--- config.mk ---
export PLATFORM = sky130hd
export DESIGN_NAME = oram_bucket_block_table
export DESIGN_NICKNAME = d
export VERILOG_FILES = /design/src/hw/rtl/bob_pkg.sv /design/src/hw/rtl/bob_store.sv /design/src/hw/rtl/bob_ctrl.sv /design/src/hw/rtl/oram_bucket_block_table.sv
export VERILOG_INCLUDE_DIRS = /design/src /design/src/hw/rtl
export SDC_FILE = /design/constraint.sdc
export NUM_CORES = 1
export LEC_CHECK = 0
export BUFFER_PORTS_ARGS = -buffer_cell sky130_fd_sc_hd__buf_2
export CAP_MARGIN = 20
export CORE_UTILIZATION = 30
export CTS_CLUSTER_DIAMETER = 40
export DETAILED_ROUTE_END_ITERATION = 8
export PLACE_DENSITY = 0.47
export SETUP_SLACK_MARGIN = 0.4
export SLEW_MARGIN = 25
export SYNTH_ARGS = -nofsm -noshare
export SYNTH_HDL_FRONTEND = slang
export SYNTH_SLANG_ARGS = --single-unit
export TNS_END_PERCENT = 1
--- constraint.sdc ---
create_clock -name i_clk -period 7.4 [get_ports i_clk]
set_clock_uncertainty 0.1 [all_clocks]
set_input_delay 1.48 -clock i_clk [delete_from_list [all_inputs] [get_ports i_clk]]
set_output_delay 1.48 -clock i_clk [all_outputs]
set_load 0.01 [all_outputs]
--- src/hw/rtl/assert_macros.svh ---
// Assertion macros for the bucket table RTL.
`ifndef ASSERT_MACROS_SVH
`define ASSERT_MACROS_SVH

// Property that must hold at every clock edge outside reset.
`define BOB_ASSERT_CLK(lbl, clk, rst_n, prop, msg) \
    lbl: assert property (@(posedge clk) disable iff (!rst_n) prop) \
        else $error(msg);

// Condition that must never be seen outside reset.
`define BOB_ASSERT_NEVER(lbl, clk, rst_n, cond, msg) \
    lbl: assert property (@(posedge clk) disable iff (!rst_n) !(cond)) \
        else $error(msg);

`endif

--- src/hw/rtl/bob_pkg.sv ---
// Shared constants, codes and types of the bucket block table.
package bob_pkg;

    // Built size of the bucket and its field widths.
    localparam int MAX_ENTRIES  = 8;
    localparam int PAYLOAD_BITS = 64;
    localparam int ID_W         = 32;
    localparam int PORT_PAY_W   = 64;
    localparam int OP_W         = 2;
    localparam int STAT_W       = 2;
    localparam int CAP_W        = 4;
    localparam int FILL_W       = 4;
    localparam int IDX_W        = (MAX_ENTRIES > 1) ? $clog2(MAX_ENTRIES) : 1;
    localparam int CNT_W        = $clog2(MAX_ENTRIES + 1);
    localparam int CNTX_W       = CNT_W + 1;

    // Capacity after reset.
    localparam logic [CAP_W-1:0] CAP_RESET = CAP_W'(4);

    // Operation codes.
    typedef enum logic [OP_W-1:0] {
        OP_INSERT = 2'd0,
        OP_REMOVE = 2'd1,
        OP_LOOKUP = 2'd2,
        OP_NOP    = 2'd3
    } t_opcode;

    // Result status codes.
    typedef enum logic [STAT_W-1:0] {
        ST_DONE      = 2'd0,
        ST_FULL      = 2'd1,
        ST_NOT_FOUND = 2'd2
    } t_status;

    // Access request from the sequencer to the entry store.
    typedef struct packed {
        logic                    we;
        logic [IDX_W-1:0]        waddr;
        logic [ID_W-1:0]         wid;
        logic [PAYLOAD_BITS-1:0] wpayload;
        logic                    re;
        logic [IDX_W-1:0]        raddr;
    } t_mem_req;

endpackage

--- src/hw/rtl/bob_store.sv ---
// Entry store of the bucket with registered read and the shared identifier comparator.
module bob_store (
    input  logic                             i_clk,
    input  bob_pkg::t_mem_req                i_mem_req,
    input  logic [bob_pkg::ID_W-1:0]         i_key,
    output logic [bob_pkg::ID_W-1:0]         o_rd_id,
    output logic [bob_pkg::PAYLOAD_BITS-1:0] o_rd_payload,
    output logic                             o_hit
);
    import bob_pkg::*;

    logic [ID_W-1:0]         r_ids      [MAX_ENTRIES];
    logic [PAYLOAD_BITS-1:0] r_payloads [MAX_ENTRIES];
    logic [ID_W-1:0]         r_rd_id;
    logic [PAYLOAD_BITS-1:0] r_rd_payload;

    // Single write port.
    always_ff @(posedge i_clk) begin
        if (i_mem_req.we) begin
            r_ids[i_mem_req.waddr]      <= i_mem_req.wid;
            r_payloads[i_mem_req.waddr] <= i_mem_req.wpayload;
        end
    end

    // Single read port with registered data.
    always_ff @(posedge i_clk) begin
        if (i_mem_req.re) begin
            r_rd_id      <= r_ids[i_mem_req.raddr];
            r_rd_payload <= r_payloads[i_mem_req.raddr];
        end
    end

    // The one comparator, reused for every entry of a scan.
    assign o_hit        = (r_rd_id == i_key);
    assign o_rd_id      = r_rd_id;
    assign o_rd_payload = r_rd_payload;

endmodule

--- src/hw/rtl/bob_ctrl.sv ---
// Sequencer that scans, shifts and appends entries of the bucket one at a time.
`include "assert_macros.svh"

module bob_ctrl (
    input  logic                             i_clk,
    input  logic                             i_rst_n,
    input  logic                             i_start,
    input  logic [bob_pkg::OP_W-1:0]         i_opcode,
    input  logic [bob_pkg::ID_W-1:0]         i_block_id,
    input  logic [bob_pkg::PAYLOAD_BITS-1:0] i_block_payload,
    input  logic [bob_pkg::CAP_W-1:0]        i_capacity,
    input  logic [bob_pkg::ID_W-1:0]         i_rd_id,
    input  logic [bob_pkg::PAYLOAD_BITS-1:0] i_rd_payload,
    input  logic                             i_hit,
    output bob_pkg::t_mem_req                o_mem_req,
    output logic [bob_pkg::ID_W-1:0]         o_key,
    output logic                             o_busy,
    output logic                             o_strobe,
    output logic [bob_pkg::STAT_W-1:0]       o_status,
    output logic [bob_pkg::PAYLOAD_BITS-1:0] o_found_payload,
    output logic [bob_pkg::FILL_W-1:0]       o_fill_count
);
    import bob_pkg::*;

    typedef enum logic [5:0] {
        S_IDLE     = 6'b000001,
        S_READ     = 6'b000010,
        S_CMP      = 6'b000100,
        S_SHIFT_RD = 6'b001000,
        S_SHIFT_WR = 6'b010000,
        S_DONE     = 6'b100000
    } t_state;

    t_state                  r_state, n_state;
    logic [CNT_W-1:0]        r_count, n_count;
    logic [IDX_W-1:0]        r_idx, n_idx;
    t_opcode                 r_op, n_op;
    logic [ID_W-1:0]         r_id, n_id;
    t_status                 r_status, n_status;
    logic [PAYLOAD_BITS-1:0] r_found, n_found;

    logic             w_accept;
    logic             w_room;
    logic [CNT_W-1:0] w_next;
    t_mem_req         w_req;

    assign w_accept = i_start && (r_state == S_IDLE);
    assign w_next   = CNT_W'(r_idx) + CNT_W'(1);
    assign w_room   = (32'(r_count) < 32'(i_capacity)) && (32'(r_count) < 32'(MAX_ENTRIES));

    // Next-state logic: each entry is read in S_READ and compared in S_CMP, or moved by S_SHIFT_RD and S_SHIFT_WR.
    always_comb begin
        n_state  = r_state;
        n_count  = r_count;
        n_idx    = r_idx;
        n_op     = r_op;
        n_id     = r_id;
        n_status = r_status;
        n_found  = r_found;
        w_req    = '0;
        unique case (r_state)
            S_IDLE: begin
                if (i_start) begin
                    n_op     = t_opcode'(i_opcode);
                    n_id     = i_block_id;
                    n_status = ST_DONE;
                    n_found  = '0;
                    n_idx    = '0;
                    n_state  = S_DONE;
                    unique case (t_opcode'(i_opcode)) inside
                        OP_INSERT: begin
                            if (w_room) begin
                                w_req.we       = 1'b1;
                                w_req.waddr    = IDX_W'(r_count);
                                w_req.wid      = i_block_id;
                                w_req.wpayload = i_block_payload;
                                n_count        = r_count + CNT_W'(1);
                            end else begin
                                n_status = ST_FULL;
                            end
                        end
                        OP_REMOVE, OP_LOOKUP: begin
                            if (r_count == '0) begin
                                n_status = ST_NOT_FOUND;
                            end else begin
                                n_state = S_READ;
                            end
                        end
                        default: begin
                            n_state = S_DONE;
                        end
                    endcase
                end
            end
            S_READ: begin
                w_req.re    = 1'b1;
                w_req.raddr = r_idx;
                n_state     = S_CMP;
            end
            S_CMP: begin
                if (i_hit) begin
                    if (r_op == OP_LOOKUP) begin
                        n_found = i_rd_payload;
                        n_state = S_DONE;
                    end else if (w_next < r_count) begin
                        n_state = S_SHIFT_RD;
                    end else begin
                        n_count = r_count - CNT_W'(1);
                        n_state = S_DONE;
                    end
                end else if (w_next < r_count) begin
                    n_idx   = IDX_W'(w_next);
                    n_state = S_READ;
                end else begin
                    n_status = ST_NOT_FOUND;
                    n_state  = S_DONE;
                end
            end
            S_SHIFT_RD: begin
                w_req.re    = 1'b1;
                w_req.raddr = IDX_W'(w_next);
                n_state     = S_SHIFT_WR;
            end
            S_SHIFT_WR: begin
                w_req.we       = 1'b1;
                w_req.waddr    = r_idx;
                w_req.wid      = i_rd_id;
                w_req.wpayload = i_rd_payload;
                if ((CNTX_W'(w_next) + CNTX_W'(1)) < CNTX_W'(r_count)) begin
                    n_idx   = IDX_W'(w_next);
                    n_state = S_SHIFT_RD;
                end else begin
                    n_count = r_count - CNT_W'(1);
                    n_state = S_DONE;
                end
            end
            S_DONE: begin
                n_state = S_IDLE;
            end
            default: begin
                n_state = S_IDLE;
            end
        endcase
    end

    // Control state.
    always_ff @(posedge i_clk) begin
        if (!i_rst_n) begin
            r_state <= S_IDLE;
            r_count <= '0;
        end else begin
            r_state <= n_state;
            r_count <= n_count;
        end
    end

    // Transaction context and result registers.
    always_ff @(posedge i_clk) begin
        r_idx    <= n_idx;
        r_op     <= n_op;
        r_id     <= n_id;
        r_status <= n_status;
        r_found  <= n_found;
    end

    assign o_mem_req       = w_req;
    assign o_key           = r_id;
    assign o_busy          = (r_state != S_IDLE);
    assign o_strobe        = (r_state == S_DONE);
    assign o_status        = r_status;
    assign o_found_payload = r_found;
    assign o_fill_count    = FILL_W'(r_count);

    // The held count never passes the built entry count.
    `BOB_ASSERT_NEVER(a_count_bound, i_clk, i_rst_n, 32'(r_count) > 32'(MAX_ENTRIES), "count overflow")
    // An insert grows the count by one at most.
    `BOB_ASSERT_CLK(a_insert_step, i_clk, i_rst_n, (w_accept && (i_opcode == OP_INSERT)) |=> ((r_count == $past(r_count)) || (r_count == ($past(r_count) + CNT_W'(1)))), "insert count step")
    // The store is written only by an accepted insert or a shift.
    `BOB_ASSERT_CLK(a_write_source, i_clk, i_rst_n, w_req.we |-> ((r_state == S_SHIFT_WR) || (w_accept && (i_opcode == OP_INSERT))), "stray store write")

endmodule

--- src/hw/rtl/oram_bucket_block_table.sv ---
// Top level of the bucket block table: capacity register, sequencer and entry store.
//
// Each transaction is accepted when start is high and busy is low, and gives
// exactly one result, shown for a single cycle with o_result_strobe high; the
// receiver cannot stall it, so the result must be taken in that cycle. An
// insert, a no-op, or a lookup or remove on an empty bucket shows its result
// in the cycle right after acceptance. A lookup or a remove scans the entries
// in order through one registered read port and one identifier comparator,
// reading and then comparing each entry examined; a remove then moves each
// later entry down one place, reading it and then writing it. The block
// cannot take a new transaction while one is in progress, and a new one can
// be accepted in the cycle after the strobe. The longest case, in which the
// entries examined and the entries moved are eight in all, is for example a
// remove of the first of eight entries or a miss over eight entries. Busy is
// high from the cycle after acceptance up to and including the strobe cycle.
// The capacity register may be written only while the block is idle; no
// clearing pass is needed after reset.
module oram_bucket_block_table (
    input  logic                             i_clk,
    input  logic                             i_rst_n,
    input  logic                             start,
    input  logic [bob_pkg::OP_W-1:0]         i_opcode,
    input  logic [bob_pkg::ID_W-1:0]         i_block_id,
    input  logic [bob_pkg::PORT_PAY_W-1:0]   i_block_payload,
    input  logic                             i_cfg_we,
    input  logic [bob_pkg::CAP_W-1:0]        i_cfg_wdata,
    output logic                             busy,
    output logic                             o_result_strobe,
    output logic [bob_pkg::STAT_W-1:0]       o_status,
    output logic [bob_pkg::PORT_PAY_W-1:0]   o_found_payload,
    output logic [bob_pkg::FILL_W-1:0]       o_fill_count
);
    import bob_pkg::*;

    logic [CAP_W-1:0]        r_capacity;
    t_mem_req                w_mem_req;
    logic [ID_W-1:0]         w_key;
    logic [ID_W-1:0]         w_rd_id;
    logic [PAYLOAD_BITS-1:0] w_rd_payload;
    logic                    w_hit;
    logic [PAYLOAD_BITS-1:0] w_found;

    // Capacity register, written directly from the configuration port.
    always_ff @(posedge i_clk) begin
        if (!i_rst_n) begin
            r_capacity <= CAP_RESET;
        end else if (i_cfg_we) begin
            r_capacity <= i_cfg_wdata;
        end
    end

    // Sequencer.
    bob_ctrl u_ctrl (
        .i_clk           (i_clk),
        .i_rst_n         (i_rst_n),
        .i_start         (start),
        .i_opcode        (i_opcode),
        .i_block_id      (i_block_id),
        .i_block_payload (PAYLOAD_BITS'(i_block_payload)),
        .i_capacity      (r_capacity),
        .i_rd_id         (w_rd_id),
        .i_rd_payload    (w_rd_payload),
        .i_hit           (w_hit),
        .o_mem_req       (w_mem_req),
        .o_key           (w_key),
        .o_busy          (busy),
        .o_strobe        (o_result_strobe),
        .o_status        (o_status),
        .o_found_payload (w_found),
        .o_fill_count    (o_fill_count)
    );

    // Entry store and comparator.
    bob_store u_store (
        .i_clk        (i_clk),
        .i_mem_req    (w_mem_req),
        .i_key        (w_key),
        .o_rd_id      (w_rd_id),
        .o_rd_payload (w_rd_payload),
        .o_hit        (w_hit)
    );

    assign o_found_payload = PORT_PAY_W'(w_found);

endmodule
---- Word level (Yosys, flattened, before mapping) ----
Memories as Yosys holds them, arrays and structs flattened. A register that Yosys moved wholly into a read port is not among the register bits.
Index checks and enable logic that the tools add are counted.
operators by class
  add/subtract/negate cells ............... 4
  order comparisons ....................... 4
  reductions and logical operators ........ 11
  equality and inequality tests ........... 22
  mux-type cells .......................... 40
operator list
  kind                                                                     count
  100-bit 2-to-1 mux                                                       3
  100-bit case mux with 2 select lines                                     1
  64-bit 2-to-1 mux                                                        3
  64-bit case mux with 2 select lines                                      1
  6-bit 2-to-1 mux                                                         8
  32-bit == test                                                           1
  6-bit case mux with 5 select lines                                       1
  4-bit 2-to-1 mux                                                         7
  3-bit 2-to-1 mux                                                         4
  2-bit inequality test, second input constant                             6
  4-bit case mux with 3 select lines                                       1
  2-bit by 1-bit inequality test with 1-bit output, second input constant  5
  3-bit case mux with 3 select lines                                       1
  4-bit less-than comparator                                               2
  2-bit 2-to-1 mux                                                         4
  2-bit case mux with 2 select lines                                       2
  4-bit case mux with 2 select lines                                       1
  4-bit AND reduction                                                      2
  8-bit AND reduction                                                      1
  6-bit by 1-bit == test with 1-bit output, second input constant          1
  6-bit by 2-bit == test with 1-bit output, second input constant          1
  6-bit by 3-bit == test with 1-bit output, second input constant          1
  6-bit by 4-bit == test with 1-bit output, second input constant          1
  6-bit by 5-bit == test with 1-bit output, second input constant          1
  other kinds (19)                                                         22
storage, ports and cells
  memory bits (writable) .................. 768
  output and inout bits ................... 72
  register bits after elaboration ......... 117
  word-level logic and storage cells ...... 91
  memories ................................ 2
  input bits .............................. 106
memory list
  memory              depth  width  rd ports  clocked after memory_dff  write ports  line             source
  u_store.r_payloads  8      64     1         1                         1            bob_store.sv:13  logic [PAYLOAD_BITS-1:0] r_payloads [MAX_ENTRIES];
  u_store.r_ids       8      32     1         1                         1            bob_store.sv:12  logic [ID_W-1:0] r_ids [MAX_ENTRIES];

---- Logic depth before layout (Yosys ltp) ----
  depth in word-level cells ............... 8
  depth in mapped cells ................... 11
  gate-level depth less buffers ........... 10

---- Modules after synthesis ----
From an unflattened synthesis, not the netlist that was laid out.
unflattened totals
  cells, all modules ...................... 1,724
  area total of the unflattened synthesis .. 37,970.2 um^2
by module, submodules not included
  module                   area an instance (um^2)  cells an instance  sequential area each (um^2)  times used
  bob_store                32,113.3                 1,262              25,944.9                     1
  bob_ctrl                 5,709.2                  449                3,293.2                      1
  oram_bucket_block_table  147.6                    13                 80.1                         1

---- Least setup slack after synthesis ----
No wires, ideal clock.
  path type ............................... input to register
  from .................................... in i_opcode[0] (netlist name)
  to ...................................... mem u_store.r_ids[0][0] (enable)
  path buffers ............................ 1
  path slack .............................. 0.255 ns
  data required time ...................... 6.748 ns
  cell stages on the path ................. 7
  setup time .............................. 0.552 ns
  data arrival time ....................... 6.492 ns
  path through ............................ inv_1 -> ha_1 -> o2111a_1 -> buf_1 -> a21oi_1 -> a21o_1 -> nor2_1
on the way
  word-level cells in the longest chain between the ends .. 6
RTL lines
  item                                      line                           source
  start, declared                           oram_bucket_block_table.sv:22  input logic [bob_pkg::OP_W-1:0] i_opcode,
  2-bit zero test (no line) (*)             --
  100-bit 2-to-1 mux (*)                    bob_ctrl.sv:70                 unique case (t_opcode'(i_opcode)) inside
  100-bit 2-to-1 mux (*)                    bob_ctrl.sv:63                 if (i_start) begin
  100-bit case mux with 2 select lines (*)  bob_ctrl.sv:61                 unique case (r_state)
  1-bit 2-to-1 mux                          bob_store.sv:19                if (i_mem_req.we) begin
  1-bit 2-to-1 mux (implied by the code)    bob_store.sv:20                r_ids[i_mem_req.waddr] <= i_mem_req.wid;
  end, declared                             bob_store.sv:12
Mark *: on every way between the ends. The rest lies on a longest branch, timed or not.

---- Worst setup path in the final report ----
  from .................................... reg u_ctrl.r_count[1], in the netlist u_ctrl.o_fill_count[1]
  to ...................................... mem u_store.r_ids[2][3] (enable)
on the way
  word-level cells in the longest chain between the ends .. 8
  elaborated cells between the ends (all ways) .. 9
  classes of those cells .................. order compare: 2; mux: 6; reduce/logical: 1
RTL lines
  item                                      line             source
  start, declared                           bob_ctrl.sv:35   logic [CNT_W-1:0] r_count, n_count;
  start signal, assigned                    bob_ctrl.sv:153  r_count <= n_count;
  4-bit less-than comparator                bob_ctrl.sv:49   assign w_room = (32'(r_count) < 32'(i_capacity)) && (32'(r_count) < 32'(MAX_ENTRIES));
  1-bit logical AND                         bob_ctrl.sv:49
  100-bit 2-to-1 mux (*)                    bob_ctrl.sv:72   if (w_room) begin
  100-bit 2-to-1 mux (*)                    bob_ctrl.sv:70
  100-bit 2-to-1 mux (*)                    bob_ctrl.sv:63
  100-bit case mux with 2 select lines (*)  bob_ctrl.sv:61
  1-bit 2-to-1 mux                          bob_store.sv:19
  1-bit 2-to-1 mux (implied by the code)    bob_store.sv:20
Marked as above.

==> results.cfg <==
[sta]
setup_tns_ns = 0
maxSlewViolCount = 0
finalCritPeriodShare = 0.593
setup_viol = 0
tightestPinTransition_ns = 1.06
finalHoldViolations = 0
slew_headroom = 0.294
timing.fmax_mhz = 228
rsz0062_at_grt = no
finalWorstPathRequiredPeriod_ns = 4.39

[finish]
drive_above_1_share = 0.169
layout_common_cells = 967 x edfxtp_1, 579 x nand2_1, 196 x nand3_1
synthToLayoutAreaGrowth_pct = 20.3
fin_nets = 2986
fillerInstances = 12190
layout_commonest_cell = edfxtp_1
final_area_mm2 = 0.0468

[setup_path]
critPathMaxFanout = 56
cp.required_ns = 7.68
cp_slowest_cell = nor2_4
slowest_delay_ns = 0.82
worst_setup_path_start_kind = register
timing.rr.end = u_store.r_ids[2][3]$_DFFE_PP_
setup.worst_path.class = register to register
regToRegStartpoint = u_ctrl.o_fill_count[1]$_SDFFE_PN0P_
r2r_cells = 8
critical_path_buf_inv_count = 1
crit_chain = ha_1 -> or4_1 -> a21oi_1 -> o2111a_4 -> and3_1 -> o21ai_0 -> nor2_4 -> buf_12
end_kind = register
critPathTopFamily = simple AND/OR/NAND/NOR gates
r2r_setup_slack_ns = 3.01
worst_ep_arrival_time_ns = 4.67

[clock_tree]
cts_setup_buffers = 0
clockBufferDepth = 3
cts_tree = done
cts-root-buf = clkbuf_16
clkTransAtPathRegs_ns = 0.05
h-tree-depth = 4
cts_buffers = 144
cts.sink_count = 981
holdBufCountCts = 0
cts_resized = 0
insertion_delay_ns = 0.75

[run_status]
status = complete, no violations

[routing]
totalWireLength_um = 107000
postRouteAntennaNets = 0
num_vias = 23467
wl_met3_um = 4550
drc = 0
met2_length_um = 52700
drt_iter0_markers = 1776
first_pass_iters = 5
routedLengthMet1_um = 47500
route.top_layer_used = met5
wl_per_cell_um = 22.7
via_per_inst = 4.98

[placed_design]
numPortBuffers = 177
place_area_mm2 = 0.0418
gp_congestion = 0.751
hpwl_um = 56100

[synthesis]
synth-seq-cells = 981
synth_nets = 2813
synth_edf_count = 967
synth_ff_type = edfxtp_1
yosys_warnings = 0
syn-cell-area_mm2 = 0.0389
yosysUniqueCellTypes = 62
syn_avg_cell_area_um2 = 14.5
syn_inst = 2690
yosysSeqAreaShare = 0.753
ys_async_sr_fraction = 0

[die]
die-area_mm2 = 0.131
io_pins = 178
dieWidth_um = 362
coreArea_mm2 = 0.128
core.rowCount = 131
die_y_um = 362
start_util = 0.304

[hold_path]
hold_path_end = r_capacity[1]$_SDFFE_PN0P_
hp-class = register to register
min_from = r_capacity[1]$_SDFFE_PN0P_
hold_depth = 2

[grt]
grt_usage = 0.162
grt_max_degree = 194
grt_remaining_overflow = 0
antenna_found_initial = 6
grt_pass1_vias = 24566
grt_pass1_wl_um = 159000

[job]
max-cap-violations = 0

[pwr]
powerDensity_mw_per_mm2 = 319
peakVddDrop_mv = 0.251
p_leak_nw = 16.1
registers in the layout, summed over array words and instances, names as in the netlist, 3 cells and up:
signal	count
u_ctrl.r_state	6
u_store.o_rd_payload	64
r_capacity	4
u_ctrl.o_fill_count	4
u_store.r_ids	256
u_ctrl.o_found_payload	64
u_ctrl.o_key	32
u_ctrl.r_idx	3
u_store.o_rd_id	32
u_store.r_payloads	512
worst max-delay path by stage:
| stage | cells after the start | end | from |
|---|---|---|---|
| 2_1_floorplan | 7 | u_store.r_ids[4][0]$_DFFE_PP_ | i_opcode[0] |
| 5_1_grt | 8 | u_store.r_ids[2][3]$_DFFE_PP_ | u_ctrl.o_fill_count[1]$_SDFFE_PN0P_ |
| 3_5_place_dp | 8 | u_store.r_ids[2][22]$_DFFE_PP_ | i_opcode[0] |
| 3_3_place_gp | 8 | u_store.r_ids[2][22]$_DFFE_PP_ | i_opcode[0] |
| 4_1_cts | 8 | u_store.r_ids[2][3]$_DFFE_PP_ | u_ctrl.o_fill_count[1]$_SDFFE_PN0P_ |
| 6_report | 8 | u_store.r_ids[2][3]$_DFFE_PP_ | u_ctrl.o_fill_count[1]$_SDFFE_PN0P_ |
worst min-delay path: stages (launching register included):
cell	delay, ns
dfxtp_1	0.32
mux2i_1	0.07
nor2_1	0.08
cells in the mapped netlist (all sizes together), types with 2 or more instances:
cell type	number	area [um^2]
nor4	10	62.6
dfxtp	14	280
nand2	581	2190
or3	5	31.3
nand2b	5	31.3
inv	12	45.0
edfxtp	967	29000
nor3	5	25.0
or2	2	12.5
o31ai	3	22.5
xor2	34	298
nor2	23	86.3
nand4	2	12.5
a211oi	97	728
o21a	2	15.0
and2	70	438
mux2i	4	40.0
buf	46	243
a21oi	13	68.8
a21o	4	30.0
or4	4	30.0
ha	16	200
a32oi	2	17.5
nor3b	2	15.0
a311oi	97	850
a31o	96	841
and3	99	619
o21ai	11	55.1
xnor2	3	26.3
clkbuf	147	553
nand3	196	981
a22o	97	850
final cells by class:
cell class                      count  area (um^2)  area share
Antenna cell                        2         5.00    0.000107
Clock buffer                      156         3730      0.0797
Clock inverter                    110         1250      0.0266
Inverter                           13         53.8     0.00115
Multi-Input combinational cell   1503         8900       0.190
Sequential cell                   981        29300       0.626
Tap cell                         1729         2160      0.0462
Timing Repair Buffer              220         1400      0.0300
per-layer routing:
layer | vias up | global-route usage
met4 | 2 | 0.0463
li1 | 10697 | -
met2 | 555 | 0.274
met5 | - | 0
met3 | 163 | 0.0301
met1 | 12050 | 0.212
through the flow:
stage	hold WS (ns)	worst slack [ns]	power [mW]	cells	utilization
after floorplan	0.360	0.259	7.49	2690	-
after global placement	0.390	2.54	8.07	4442	0.326
after detailed placement	0.392	2.58	8.10	4445	0.326
after CTS	0.403	2.91	15.1	4711	0.365
after global routing	0.443	2.79	15.4	4712	0.365
final	0.401	3.01	14.9	4714	0.365
cells by family after synthesis:
logic type      share of synthesized area
flops                               0.753
simple gates                        0.117
xor+xnor                          0.00832
compound gates                     0.0923
mux                               0.00141
fa+ha+maj                         0.00566
buf+inv                            0.0218
report_power, final:
group / internal, mW / total [mW] / switching, mW
sequential: 6.58 / 6.71 / 0.133
combinational: 0.395 / 1.25 / 0.857
clock: 4.30 / 6.97 / 2.67
total: 11.3 / 14.9 / 3.66
Power figures use the tool's default switching activity.
